File: config.mk
export PLATFORM = sky130hd
export DESIGN_NAME = ogi_unit
export DESIGN_NICKNAME = d
export VERILOG_FILES = /design/src/rtl/assert_macros.svh /design/src/rtl/ogi_pkg.sv /design/src/rtl/ogi_unit.sv
export SDC_FILE = /design/constraint.sdc
export NUM_CORES = 1
export LEC_CHECK = 0
export BUFFER_PORTS_ARGS = -buffer_cell sky130_fd_sc_hd__clkbuf_2
export CAP_MARGIN = 10
export CORE_MARGIN = 8
export CORE_UTILIZATION = 45
export DETAILED_ROUTE_END_ITERATION = 8
export GPL_TIMING_DRIVEN = 1
export PLACE_DENSITY = 0.65
export SETUP_SLACK_MARGIN = 0.1
export SYNTH_ARGS = -nofsm -noshare
export SYNTH_HDL_FRONTEND = slang
export SYNTH_SLANG_ARGS = --single-unit
export TNS_END_PERCENT = 1
File: constraint.sdc
create_clock -name vclk -period 6.3
set_input_delay 0 -clock vclk [all_inputs]
set_output_delay 0 -clock vclk [all_outputs]
set_load 0.01 [all_outputs]
File: src/rtl/assert_macros.svh
// Assertion macros for the RTL files; occupancy_grid_inflation_top uses them.
`ifndef ASSERT_MACROS_SVH
`define ASSERT_MACROS_SVH

// The property must hold at every clock edge outside reset.
`define ASSERT_CLK(label, clk, rst_n, prop) \
    label: assert property (@(posedge clk) disable iff (!rst_n) prop) \
        else $error("assertion failed: property violated");

// The condition must never be true at a clock edge outside reset.
`define ASSERT_NEVER(label, clk, rst_n, cond) \
    label: assert property (@(posedge clk) disable iff (!rst_n) !(cond)) \
        else $error("assertion failed: forbidden condition seen");

`endif

File: src/rtl/ogi_pkg.sv
`default_nettype none
package ogi_pkg;

    localparam int MAX_WIDTH  = 256;
    localparam int MAX_HEIGHT = 256;
    localparam int MAX_RADIUS = 15;

    localparam logic signed [7:0] OCC_LIMIT = 8'sd50;

    localparam int CW  = $clog2(MAX_WIDTH);
    localparam int CH  = $clog2(MAX_HEIGHT);
    localparam int EWW = $clog2(MAX_WIDTH + 1);
    localparam int EHW = $clog2(MAX_HEIGHT + 1);
    localparam int RW  = $clog2(MAX_RADIUS + 1);
    localparam int OW  = RW + 1;
    localparam int XW  = ((CW > RW) ? CW : RW) + 2;
    localparam int YW  = ((CH > RW) ? CH : RW) + 2;
    localparam int D2W = 2 * RW + 9;

    localparam int STORE_BITS = MAX_WIDTH * MAX_HEIGHT;
    localparam int AW         = $clog2(STORE_BITS);

    localparam int PAW = 5;
    localparam int RIW = PAW - 2;
    localparam int DW  = 32;

    localparam logic [1:0] MODE_CLEAR = 2'd0;
    localparam logic [1:0] MODE_MARK  = 2'd1;
    localparam logic [1:0] MODE_QUERY = 2'd2;

    localparam logic [RIW-1:0] REG_MAP_WIDTH      = RIW'(0);
    localparam logic [RIW-1:0] REG_MAP_HEIGHT     = RIW'(1);
    localparam logic [RIW-1:0] REG_RADIUS_CELLS   = RIW'(2);
    localparam logic [RIW-1:0] REG_DISC_LIMIT_Q8  = RIW'(3);
    localparam logic [RIW-1:0] REG_MARKING_ENABLE = RIW'(4);

    typedef struct packed {
        logic [EWW-1:0] eff_w;
        logic [EHW-1:0] eff_h;
        logic [RW-1:0]  radius;
        logic [15:0]    limit;
        logic           enable;
    } t_geom;

    typedef struct packed {
        logic          in_map;
        logic          in_disc;
        logic [AW-1:0] addr;
    } t_unit_res;

endpackage
`default_nettype wire

File: src/rtl/ogi_unit.sv
`default_nettype none
module ogi_unit (
    input  logic [ogi_pkg::CW-1:0]        i_x,
    input  logic [ogi_pkg::CH-1:0]        i_y,
    input  logic signed [ogi_pkg::OW-1:0] i_dx,
    input  logic signed [ogi_pkg::OW-1:0] i_dy,
    input  ogi_pkg::t_geom                i_geom,
    output ogi_pkg::t_unit_res            o_res
);

    localparam int PW = ogi_pkg::CH + ogi_pkg::EWW;

    logic signed [ogi_pkg::XW-1:0]  nx;
    logic signed [ogi_pkg::YW-1:0]  ny;
    logic [ogi_pkg::RW-1:0]         adx, ady;
    logic signed [ogi_pkg::OW-1:0]  ndx, ndy;
    logic [2*ogi_pkg::RW-1:0]       sqx, sqy;
    logic [2*ogi_pkg::RW:0]         sqsum;
    logic [ogi_pkg::D2W-1:0]        d2;
    logic [PW-1:0]                  prod;
    logic [PW:0]                    sum;

    always_comb begin
        nx  = $signed({{(ogi_pkg::XW - ogi_pkg::CW){1'b0}}, i_x}) + ogi_pkg::XW'(i_dx);
        ny  = $signed({{(ogi_pkg::YW - ogi_pkg::CH){1'b0}}, i_y}) + ogi_pkg::YW'(i_dy);
        o_res.in_map = !nx[ogi_pkg::XW-1] && (nx[ogi_pkg::XW-2:0] < i_geom.eff_w)
                    && !ny[ogi_pkg::YW-1] && (ny[ogi_pkg::YW-2:0] < i_geom.eff_h);

        ndx   = -i_dx;
        ndy   = -i_dy;
        adx   = i_dx[ogi_pkg::OW-1] ? ndx[ogi_pkg::RW-1:0] : i_dx[ogi_pkg::RW-1:0];
        ady   = i_dy[ogi_pkg::OW-1] ? ndy[ogi_pkg::RW-1:0] : i_dy[ogi_pkg::RW-1:0];
        sqx   = (2 * ogi_pkg::RW)'(adx) * (2 * ogi_pkg::RW)'(adx);
        sqy   = (2 * ogi_pkg::RW)'(ady) * (2 * ogi_pkg::RW)'(ady);
        sqsum = {1'b0, sqx} + {1'b0, sqy};
        d2    = {sqsum, 8'd0};
        o_res.in_disc = (d2 <= i_geom.limit);

        prod = PW'(ny[ogi_pkg::CH-1:0]) * PW'(i_geom.eff_w);
        sum  = {1'b0, prod} + (PW + 1)'(nx[ogi_pkg::CW-1:0]);
        o_res.addr = sum[ogi_pkg::AW-1:0];
    end

endmodule
`default_nettype wire

[After elaboration in Yosys (flattened, before gate mapping)]
Cells that the tools add are included.
Operators by class
  $lt $le $gt $ge: 3
  multiply operators: 3
  mux-type cells: 2
  reductions and logical operators: 5
  add/sub/neg operators: 6
Operator list (count)
  9-bit by 5-bit adder with 10-bit output: 2
  9-bit less-than comparator: 2
  17-bit by 16-bit less-or-equal comparator with 1-bit output: 1
  16-bit by 8-bit adder with 16-bit output: 1
  4-bit by 4-bit multiplier with 8-bit output: 2
  8-bit by 9-bit multiplier with 16-bit output: 1
  8-bit by 8-bit adder with 9-bit output: 1
  4-bit two-way mux: 2
  4-bit negation: 2
  1-bit logical AND: 3
  1-bit zero test: 2
Storage, ports and cells
  word-level logic and storage cells: 19
  flip-flop bits (word level): 0
  output and inout port bits: 18
  input bits: 65

[Longest topological paths before layout]
  depth after elaboration: 5
  gate-level depth with buffers: 25
  depth with buffers taken out: 25

[Worst setup path after synthesis]
No wires, ideal clock.
  path kind: input -> output
  start: input port i_y[0] (netlist bit)
  end: output port o_res[14] (netlist bit)
  buffers on the path: 0
  data required time: 6.300 ns
  path slack: 0.979 ns
  stages on the path: 22
  arrival: 5.321 ns
  path through: ha_1 > fa_1 > a21o_1 > a21oi_1 > o21ai_1 > nor2_1 > xnor2_2 > nand2_1 > fa_1 > fa_1 > inv_1 > fa_1 > inv_1 > fa_1 > inv_1 > ha_1 > or4_1 > o21ai_2 > a31oi_2 > a41o_1 > a21oi_2 > xnor2_1
RTL lines
  start: declaration: line ogi_unit.sv:4  | input logic [ogi_pkg::CH-1:0] i_y,
  end: declaration: line ogi_unit.sv:8  | output ogi_pkg::t_unit_res o_res

==> out/metrics.json <==
{
  "synthesis": {
    "synth-seq-area-share_pct": 0,
    "synth_net_count": 809,
    "post_synth_inst_count": 584,
    "synth.distinct_cells": 56,
    "most_area_hungry_cell_type_in_the_yosys_netlist": "sky130_fd_sc_hd__fa_1",
    "synth_area_sq_um": 4767,
    "synth_top_area_share_pct": 26.04,
    "leading_cell_types_by_count_after_synthesis": "sky130_fd_sc_hd__inv_1, sky130_fd_sc_hd__ha_1, sky130_fd_sc_hd__fa_1",
    "count_leader_synth": "sky130_fd_sc_hd__inv_1",
    "ys_top_cells_by_area": "sky130_fd_sc_hd__fa_1, sky130_fd_sc_hd__ha_1, sky130_fd_sc_hd__inv_1, sky130_fd_sc_hd__and2_1, sky130_fd_sc_hd__xnor2_1",
    "yosys_warnings": 0,
    "post_synth.cell_area_avg_sq_um": 8.163
  },
  "min_path": {
    "worst_hold_path_type": "in2out"
  },
  "final_layout": {
    "antenna_cells_inserted": 0,
    "relative_area_change_from_synthesis_to_final_layout_pct": 12.26,
    "instances_no_fill": 799,
    "multiInputGateArea_sq_um": 4209,
    "drive_above_1_share_pct": 14.78,
    "seq_cells": 0,
    "n_clock_buffer": 0,
    "design.final.nets": 890,
    "area_of_all_sequential_standard_cells_sq_um": 0,
    "layout.filler_cells": 1028
  },
  "status": {
    "run_status": "finished, final reports clean"
  },
  "timing": {
    "rsz0062_at_grt": "no",
    "finalCritPeriodShare_pct": 92.88,
    "final_period_minus_worst_setup_slack_ps": 5852,
    "max_clock_freq_mhz": 170.9,
    "report.final.slew_viol_count": 0,
    "setup-tns-final_ps": 0,
    "hold_viol": 0,
    "worst_pin_slew_ps": 878.7,
    "slew-limit-headroom_pct": 41.00,
    "finalHoldWorstSlack_ps": 487.2,
    "setup_viol": 0
  },
  "critical_path": {
    "cell_by_cell_listing_of_the_critical_path": "clkbuf_2, ha_2, fa_1, a21o_1, a21oi_1, o21ai_1, nor2_1, xnor2_2, nand2_1, fa_1, fa_1, inv_1, fa_1, inv_1, fa_1, inv_1, ha_1, or4_1, o21ai_2, a31oi_2, a41o_1, a21oi_2, xnor2_1, clkbuf_2",
    "worst_ep_arrival_time_ps": 5850,
    "crit_path_top_delay_cell": "sky130_fd_sc_hd__or4_1",
    "startpoint_type": "input port",
    "worst-setup-path-type": "in2out",
    "required_ps": 6300,
    "cpLargestDelayFamily": "adder cells",
    "worst_setup_path_end_kind": "output pin",
    "timing.critical_path.buf_inv": 5,
    "worst_path_most_repeated_cell": "sky130_fd_sc_hd__fa_1",
    "critPathMaxStageDelay_ps": 550,
    "cp_max_fo": 8
  },
  "floorplanning": {
    "die_area_sq_um": 14140,
    "rows": 37,
    "design.core.area_sq_um": 10320,
    "die-width_um": 118.9,
    "die_height_um": 118.9,
    "io_pins": 83,
    "initial_utilization_pct": 46.18
  },
  "route": {
    "drtPass1Iterations": 4,
    "vias": 4028,
    "drt-initial-drc-count": 107,
    "final_antenna_net_count": 0,
    "wire_per_inst_um": 13.54,
    "detail_route.wirelength_mm": 10.82,
    "post-route-drc-count": 0,
    "detail_route.vias_per_cell": 5.041
  },
  "grt": {
    "grt_pass1_vias": 4299,
    "antenna_found_initial": 0,
    "grt_max_degree": 17,
    "track_usage_pct": 15.29,
    "grt_overflow": 0,
    "wire_length_of_the_first_global_routing_pass_mm": 18.91
  },
  "place": {
    "port-buffer-count": 78,
    "finalWeightedCongestion": 0.8539,
    "placedCellCount": 797,
    "hpwlAfterDp_mm": 9.764
  },
  "power_and_ir_drop": {
    "worst_ir_drop_vdd_uv": 700.2,
    "power.density_nw_per_um2": 534.9,
    "power.leakage_nw": 3.052
  },
  "job": {
    "drv_cap": 0
  }
}
-- timing repair --
item,4_1_cts,5_1_grt
hold buffers,0,0
gates resized for setup,0,1
buffers inserted,0,2
endpoints found under the setup margin,0,1
-- per-stage QoR --
stage	utilization (%)	total power, mW	setup slack, ps	area (sq um)
6_report	51.84	2.863	448.3	5351
5_1_grt	51.84	3.278	146.6	5351
4_1_cts	51.67	2.909	378.6	5334
3_5_place_dp	51.67	2.890	411.2	5334
3_3_place_gp	51.67	2.815	437.9	5334
2_1_floorplan	-	2.082	978.9	4767
-- per-layer routing --
metal	track usage (%)	vias up	wire length, um
li1	-	2033	-
met1	19.45	1931	5072
met2	28.44	54	5370
met3	0.9920	10	246
met4	1.739	0	127
met5	0	-	0
-- where the power goes --
| group | switching (mW) | internal, mW |
|---|---|---|
| clock | 0 | 0 |
| sequential | 0 | 0 |
| combinational | 1.56 | 1.30 |
-- path summary, 6_finish.rpt --
kind	from	end	slack (ps)	depth (start not counted)
worst max-delay path	i_dy[0]	o_res[14]	450	24
worst min-delay path	i_x[0]	o_res[0]	490	4
-- cell usage in the layout, fill, tap and decap left out, types with 4 or more instances in the layout --
| master | synthesis | routed |
|---|---|---|
| sky130_fd_sc_hd__o21ai_0 | 14 | 14 |
| sky130_fd_sc_hd__nor2b_1 | 10 | 10 |
| sky130_fd_sc_hd__a21o_1 | 16 | 16 |
| sky130_fd_sc_hd__and2_1 | 42 | 42 |
| sky130_fd_sc_hd__nand4_1 | 4 | 4 |
| sky130_fd_sc_hd__a21oi_1 | 29 | 29 |
| sky130_fd_sc_hd__nor3_1 | 6 | 6 |
| sky130_fd_sc_hd__xor2_1 | 8 | 8 |
| sky130_fd_sc_hd__o21ai_1 | 4 | 4 |
| sky130_fd_sc_hd__xnor2_1 | 23 | 23 |
| sky130_fd_sc_hd__buf_4 | 1 | 6 |
| sky130_fd_sc_hd__nand2_1 | 43 | 43 |
| sky130_fd_sc_hd__nor2_1 | 22 | 22 |
| sky130_fd_sc_hd__fa_1 | 62 | 62 |
| sky130_fd_sc_hd__and3_1 | 4 | 4 |
| sky130_fd_sc_hd__ha_1 | 98 | 97 |
| sky130_fd_sc_hd__clkbuf_2 | 0 | 78 |
| sky130_fd_sc_hd__inv_1 | 142 | 142 |
-- cell type report --
| class | count | share of cell area (%) |
|---|---|---|
| timing repair buffer | 84 | 8.137 |
| multi-input combinational | 436 | 78.65 |
| tap | 136 | 3.180 |
| inverter | 143 | 10.03 |
-- cells by family (layout without fill, tap and decap cells) --
kind of cell	after synthesis	after routing	share of synthesized area, %
and+or+nand+nor	145	145	15.75
buffers and inverters	148	227	11.76
muxes	2	2	0.4200
xor gates and xnor gates	33	33	6.614
adders and majority gates	160	160	51.76
AOI/OAI and AO/OA	96	96	13.70
Power figures use the tool's default switching activity.
