===== src/rtl/assert_macros.svh =====
// Assertion macros for the RTL files; occupancy_grid_inflation_top uses them.
`ifndef ASSERT_MACROS_SVH
`define ASSERT_MACROS_SVH

// The property must hold at every clock edge outside reset.
`define ASSERT_CLK(label, clk, rst_n, prop) \
    label: assert property (@(posedge clk) disable iff (!rst_n) prop) \
        else $error("assertion failed: property violated");

// The condition must never be true at a clock edge outside reset.
`define ASSERT_NEVER(label, clk, rst_n, cond) \
    label: assert property (@(posedge clk) disable iff (!rst_n) !(cond)) \
        else $error("assertion failed: forbidden condition seen");

`endif


===== src/rtl/ogi_pkg.sv =====
`default_nettype none
package ogi_pkg;

    localparam int MAX_WIDTH  = 256;
    localparam int MAX_HEIGHT = 256;
    localparam int MAX_RADIUS = 15;

    localparam logic signed [7:0] OCC_LIMIT = 8'sd50;

    localparam int CW  = $clog2(MAX_WIDTH);
    localparam int CH  = $clog2(MAX_HEIGHT);
    localparam int EWW = $clog2(MAX_WIDTH + 1);
    localparam int EHW = $clog2(MAX_HEIGHT + 1);
    localparam int RW  = $clog2(MAX_RADIUS + 1);
    localparam int OW  = RW + 1;
    localparam int XW  = ((CW > RW) ? CW : RW) + 2;
    localparam int YW  = ((CH > RW) ? CH : RW) + 2;
    localparam int D2W = 2 * RW + 9;

    localparam int STORE_BITS = MAX_WIDTH * MAX_HEIGHT;
    localparam int AW         = $clog2(STORE_BITS);

    localparam int PAW = 5;
    localparam int RIW = PAW - 2;
    localparam int DW  = 32;

    localparam logic [1:0] MODE_CLEAR = 2'd0;
    localparam logic [1:0] MODE_MARK  = 2'd1;
    localparam logic [1:0] MODE_QUERY = 2'd2;

    localparam logic [RIW-1:0] REG_MAP_WIDTH      = RIW'(0);
    localparam logic [RIW-1:0] REG_MAP_HEIGHT     = RIW'(1);
    localparam logic [RIW-1:0] REG_RADIUS_CELLS   = RIW'(2);
    localparam logic [RIW-1:0] REG_DISC_LIMIT_Q8  = RIW'(3);
    localparam logic [RIW-1:0] REG_MARKING_ENABLE = RIW'(4);

    typedef struct packed {
        logic [EWW-1:0] eff_w;
        logic [EHW-1:0] eff_h;
        logic [RW-1:0]  radius;
        logic [15:0]    limit;
        logic           enable;
    } t_geom;

    typedef struct packed {
        logic          in_map;
        logic          in_disc;
        logic [AW-1:0] addr;
    } t_unit_res;

endpackage
`default_nettype wire


===== src/rtl/ogi_regs.sv =====
`default_nettype none
module ogi_regs (
    input  logic                        i_clk,
    input  logic                        i_rst_n,
    input  logic                        psel,
    input  logic                        penable,
    input  logic                        pwrite,
    input  logic [ogi_pkg::PAW-1:0]     paddr,
    input  logic [ogi_pkg::DW-1:0]      pwdata,
    output logic [ogi_pkg::DW-1:0]      prdata,
    output logic                        pready,
    output ogi_pkg::t_geom              o_geom
);

    logic [8:0]  r_map_width, n_map_width;
    logic [8:0]  r_map_height, n_map_height;
    logic [3:0]  r_radius_cells, n_radius_cells;
    logic [15:0] r_disc_limit_q8, n_disc_limit_q8;
    logic        r_marking_enable, n_marking_enable;

    logic                     wr;
    logic [ogi_pkg::RIW-1:0]  idx;

    assign pready = 1'b1;
    assign wr     = psel && penable && pwrite;
    assign idx    = paddr[ogi_pkg::PAW-1:2];

    always_comb begin
        n_map_width      = r_map_width;
        n_map_height     = r_map_height;
        n_radius_cells   = r_radius_cells;
        n_disc_limit_q8  = r_disc_limit_q8;
        n_marking_enable = r_marking_enable;
        if (wr) begin
            case (idx)
                ogi_pkg::REG_MAP_WIDTH:      n_map_width      = pwdata[8:0];
                ogi_pkg::REG_MAP_HEIGHT:     n_map_height     = pwdata[8:0];
                ogi_pkg::REG_RADIUS_CELLS:   n_radius_cells   = pwdata[3:0];
                ogi_pkg::REG_DISC_LIMIT_Q8:  n_disc_limit_q8  = pwdata[15:0];
                ogi_pkg::REG_MARKING_ENABLE: n_marking_enable = pwdata[0];
                default: ;
            endcase
        end
    end

    always_ff @(posedge i_clk) begin
        if (!i_rst_n) begin
            r_map_width      <= 9'd0;
            r_map_height     <= 9'd0;
            r_radius_cells   <= 4'd3;
            r_disc_limit_q8  <= 16'd2304;
            r_marking_enable <= 1'b0;
        end else begin
            r_map_width      <= n_map_width;
            r_map_height     <= n_map_height;
            r_radius_cells   <= n_radius_cells;
            r_disc_limit_q8  <= n_disc_limit_q8;
            r_marking_enable <= n_marking_enable;
        end
    end

    always_comb begin
        case (idx)
            ogi_pkg::REG_MAP_WIDTH:      prdata = ogi_pkg::DW'(r_map_width);
            ogi_pkg::REG_MAP_HEIGHT:     prdata = ogi_pkg::DW'(r_map_height);
            ogi_pkg::REG_RADIUS_CELLS:   prdata = ogi_pkg::DW'(r_radius_cells);
            ogi_pkg::REG_DISC_LIMIT_Q8:  prdata = ogi_pkg::DW'(r_disc_limit_q8);
            ogi_pkg::REG_MARKING_ENABLE: prdata = ogi_pkg::DW'(r_marking_enable);
            default:                     prdata = '0;
        endcase
    end

    always_comb begin
        o_geom.eff_w  = (int'(r_map_width) > ogi_pkg::MAX_WIDTH)
                      ? ogi_pkg::EWW'(ogi_pkg::MAX_WIDTH) : ogi_pkg::EWW'(r_map_width);
        o_geom.eff_h  = (int'(r_map_height) > ogi_pkg::MAX_HEIGHT)
                      ? ogi_pkg::EHW'(ogi_pkg::MAX_HEIGHT) : ogi_pkg::EHW'(r_map_height);
        o_geom.radius = (int'(r_radius_cells) > ogi_pkg::MAX_RADIUS)
                      ? ogi_pkg::RW'(ogi_pkg::MAX_RADIUS) : ogi_pkg::RW'(r_radius_cells);
        o_geom.limit  = r_disc_limit_q8;
        o_geom.enable = r_marking_enable;
    end

endmodule
`default_nettype wire


===== config.mk =====
export PLATFORM = sky130hd
export DESIGN_NAME = ogi_regs
export DESIGN_NICKNAME = d
export VERILOG_FILES = /design/src/rtl/assert_macros.svh /design/src/rtl/ogi_pkg.sv /design/src/rtl/ogi_regs.sv
export SDC_FILE = /design/constraint.sdc
export NUM_CORES = 1
export LEC_CHECK = 0
export BUFFER_PORTS_ARGS = -buffer_cell sky130_fd_sc_hd__buf_2
export CORE_MARGIN = 2
export CORE_UTILIZATION = 45
export CTS_CLUSTER_SIZE = 24
export DETAILED_ROUTE_END_ITERATION = 12
export PLACE_DENSITY = 0.86
export SLEW_MARGIN = 20
export SYNTH_ARGS = -nofsm -noshare
export SYNTH_HDL_FRONTEND = slang
export SYNTH_SLANG_ARGS = --single-unit

===== constraint.sdc =====
create_clock -name i_clk -period 1.63 [get_ports i_clk]
set_input_delay 0.163 -clock i_clk [delete_from_list [all_inputs] [get_ports i_clk]]
set_output_delay 0.163 -clock i_clk [all_outputs]
set_load 0.03 [all_outputs]

Word-level counts from Yosys, hierarchy flattened
Index checks and enable logic that the tools add are counted.
{"block": "totals", "regBits": 39, "input_bits": 42, "elab_cells": 22, "output_inout_bits": 72}
{"block": "classes", "n_mux": 3, "order_cmp": 2, "n_reduce_logical": 8, "eq_ne": 4}
{"op": "16-bit one-hot mux with 5 select lines", "n": 1}
{"op": "9-bit greater-than comparator (second input constant)", "n": 2}
{"op": "9-bit two-way mux", "n": 2}
{"op": "2-bit AND reduction", "n": 5}
{"op": "3-bit by 2-bit equality test with 1-bit output (second input constant)", "n": 2}
{"op": "3-bit by 1-bit equality test with 1-bit output (second input constant)", "n": 1}
{"op": "3-bit equality test (second input constant)", "n": 1}
{"op": "3-bit zero test", "n": 1}
{"op": "1-bit logical AND", "n": 2}

Depth between registers and ports, before layout
{"block": "logic_depth", "depth_word": 3, "depth_mapped": 5, "ltp_nobuf": 3}

Worst setup path after synthesis
Ideal clock, no wire load.
{"block": "synth_path", "path_type": "reg-to-output", "startpoint": "register r_map_height[8]", "endpoint": "output prdata[8] (netlist name)", "stages_incl_launch_ff": 5, "slack_ns": 0.018, "t_required_ns": 1.467, "n_path_buf": 1, "arrival_time_ns": 1.449, "cell_sequence": "dfxtp_1 -> clkbuf_1 -> mux2i_1 -> or2_2 -> a21oi_1"}
{"block": "synth_via", "elab_chain_len": 1}
{"item": "from (decl)", "line": "ogi_regs.sv:16", "rtl": "logic [8:0] r_map_height, n_map_height;"}
{"item": "from (signal assigned)", "line": "ogi_regs.sv:55", "rtl": "r_map_height <= n_map_height;"}
{"item": "16-bit one-hot mux with 5 select lines", "line": "ogi_regs.sv:63", "rtl": "case (idx)"}
{"item": "to (decl)", "line": "ogi_regs.sv:10", "rtl": "output logic [ogi_pkg::DW-1:0] prdata,"}
Every way passes these cells.

Final worst setup path
{"block": "layout_path", "startpoint": "register r_radius_cells[1]", "endpoint": "output prdata[1] (netlist name)"}
{"block": "layout_via", "elab_chain_len": 1}
{"item": "from (decl)", "line": "ogi_regs.sv:17", "rtl": "logic [3:0] r_radius_cells, n_radius_cells;"}
{"item": "from (signal assigned)", "line": "ogi_regs.sv:56", "rtl": "r_radius_cells <= n_radius_cells;"}
{"item": "16-bit one-hot mux with 5 select lines", "line": "ogi_regs.sv:63"}
Every way passes these cells.

==> summary.txt <==
Relative slew margins -> 0.661
Synth unique cells -> 30
Slew @ Worst Pin -> 0.506 ns
Clock root buffer -> clkbuf_8
Commonest non-fill, non-tap cell in the layout -> buf_2
Diodes inserted -> 0
Pleak -> 1.30 nW
Fmax -> 0.633 GHz
Max-Cap Viols -> 0
Critical Path Fanout Max -> 3
Sw Pwr -> 499 uW
Final hold violations -> 0
Crit Path Class -> register to primary output
Signal arrival time at the worst endpoint -> 1.42 ns
Drt via density -> 4.91
Starting density of the core -> 0.477
Aggregate global-route resource usage -> 0.199
Clock sink count -> 39
Gpl congestion -> 0.780
Fill cells -> 393
Power, Total -> 1.83 mW
Max-slew violation count -> 0
HP Class -> primary input to register
Pre-CTS setup slack -> 0.0854 ns
Worst EP required -> 1.47 ns
Die width -> 72.6 um
Max VDD drop -> 0.478 mV
Sequential power share -> 0.528
Bufs on Longest Clock Path -> 2
Combinational power share -> 0.137
Run status -> finished, final reports clean
Post-Syn Instances -> 240
Global-route wire length before repair -> 8070 um
Nets -> 361
Hold_buf cts -> 0
Layout area overhead -> 23.8%
Switching Fraction -> 0.273
Fin Setup TNS -> 0 ns
Final min period -> 1.58 ns
Area of the multi-input gates -> 0.00117 sq mm
Final Setup Violations -> 0
Post-CTS Setup Inserts -> 0
Crit end category -> primary output
H-Tree Depth -> 2
Critical path launch point type -> register
DRT antenna net count -> 0
Pint -> 1.33 mW
Post-synthesis sequential area ratio -> 0.369
Cell Rows -> 24
Tcrit/Tclk final -> 0.969
Reg area -> 781 sq um
Die Y -> 72.6 um
CTS tree -> done
Num CTS Buffers -> 5
Routed vias -> 1827
Final worst slack -> 0.0508 ns
CTS resizes -> 0
Detailed router's first-iteration violation count -> 93
Area after DPL -> 0.00253 sq mm
WL/cell -> 13.8 um
Synthesized area -> 0.00212 sq mm
FF+latch count, synth -> 39
Yosys warning total -> 0
Syn avg cell area -> 8.83 sq um
Clk_lat worst skew -> 0.28 ns
Drt drc -> 0
DP HPWL -> 3780 um
Boundary pin count -> 114
Count of input and output buffers -> 78
Congestion Overflow GR -> 0
Final wirelength -> 5140 um
Core footprint -> 0.00444 sq mm
Cell area after layout -> 0.00262 sq mm
Largest net degree at the start of global routing -> 25
Antenna violations before repair -> 0
Clk slew on worst S/H paths -> 0.07 ns
RSZ-0062 raised after global routing -> no
Die area -> 0.00527 sq mm
Most frequent cells in the layout -> buf_2 (77), nand2_1 (57), mux2i_1 (42)
Clock skew -> 0 ns
Vias in the first global route -> 1678
Power per Cell Area -> 697 mW/mm^2
Drt pass-1 iters -> 4
Clock power frac -> 0.336
Fraction of layout cells with a size suffix above 1 -> 0.359
[final cells by class]
| cell class | instances | share of cell area |
|---|---|---|
| clock buffer | 5 | 0.0262 |
| clock inverter | 3 | 0.00573 |
| inverter | 2 | 0.00286 |
| multi-input combinational | 178 | 0.445 |
| sequential | 39 | 0.298 |
| tap | 52 | 0.0248 |
| timing repair buffer | 93 | 0.198 |
[worst max-delay path: stages, from the launching register on]
cell and delay (ns):
dfxtp_1 0.34, mux4_2 0.47, nor2b_1 0.15, buf_2 0.18
[power by group through the flow]
stage                     Sequential (mW)  Combinational, mW  Clock [mW]
after floorplan                     0.993              0.193           0
after global placement              0.986              0.243           0
after detailed placement            0.987              0.247           0
after CTS                           0.964              0.248       0.633
after global routing                0.965              0.269       0.678
final                               0.965              0.250       0.614
[state kept, by name (all words and copies together), names as in the netlist]
register	count
r_map_width	9
r_radius_cells	4
r_marking_enable	1
r_disc_limit_q8	16
r_map_height	9
[metrics by stage]
stage / util / cells / hold slack [ns]
after global routing: 0.590 / 372 / 0.116
after CTS: 0.589 / 372 / 0.112
final: 0.590 / 372 / 0.117
after floorplan: - / 255 / 0.305
after global placement: 0.570 / 364 / 0.411
after detailed placement: 0.570 / 364 / 0.420
[routing by layer]
metal,share of wire,vias up,GRT usage
met1,0.46,845,0.261
li1,-,908,-
met4,0.010,0,0.0638
met2,0.48,67,0.329
met3,0.050,7,0.0387
met5,0,-,0
[logic make-up (layout without fill, tap and decap cells)]
kind of cell    Yosys count  count (layout)  synth area share
simple gates            103             103             0.246
compound gates           12              12            0.0349
buf+inv                  38             103             0.111
flops                    39              39             0.369
other cells               2              17           0.00355
mux                      46              46             0.236
[final timing paths]
path | from | to | slack (ns) | depth (start not counted)
worst min-delay path | pwdata[12] | r_disc_limit_q8[12] | 0.12 | 3
worst max-delay path | r_radius_cells[1] | prdata[1] | 0.05 | 3
worst min register to register | r_disc_limit_q8[13] | r_disc_limit_q8[13] | 0.47 | 2
worst max register to register | r_map_width[8] | r_map_width[8] | 0.80 | 3
[synth_stat cells]
library cell / instances / share of area
nand2_1: 57 / 0.10
nor2_2: 1 / 0.0030
mux2i_1: 42 / 0.20
nor2b_1: 23 / 0.068
clkbuf_1: 12 / 0.021
nand3b_1: 1 / 0.0035
and2_1: 8 / 0.024
inv_1: 2 / 0.0035
or2_2: 5 / 0.015
nor3_1: 1 / 0.0024
nand4_1: 1 / 0.0030
a21oi_1: 5 / 0.012
nand4b_4: 1 / 0.011
clkbuf_2: 1 / 0.0024
o21a_1: 1 / 0.0035
nor3b_1: 1 / 0.0035
nor3b_2: 1 / 0.0059
o311ai_0: 2 / 0.0083
conb_1: 2 / 0.0035
buf_4: 20 / 0.071
mux2_2: 1 / 0.0053
nor2_1: 2 / 0.0035
buf_2: 1 / 0.0024
mux4_2: 3 / 0.032
dfxtp_1: 39 / 0.37
a22oi_1: 1 / 0.0035
o21ai_0: 2 / 0.0047
buf_6: 2 / 0.011
or3_1: 1 / 0.0030
o22ai_1: 1 / 0.0030
Note: power is estimated with default switching activity, not from simulation.
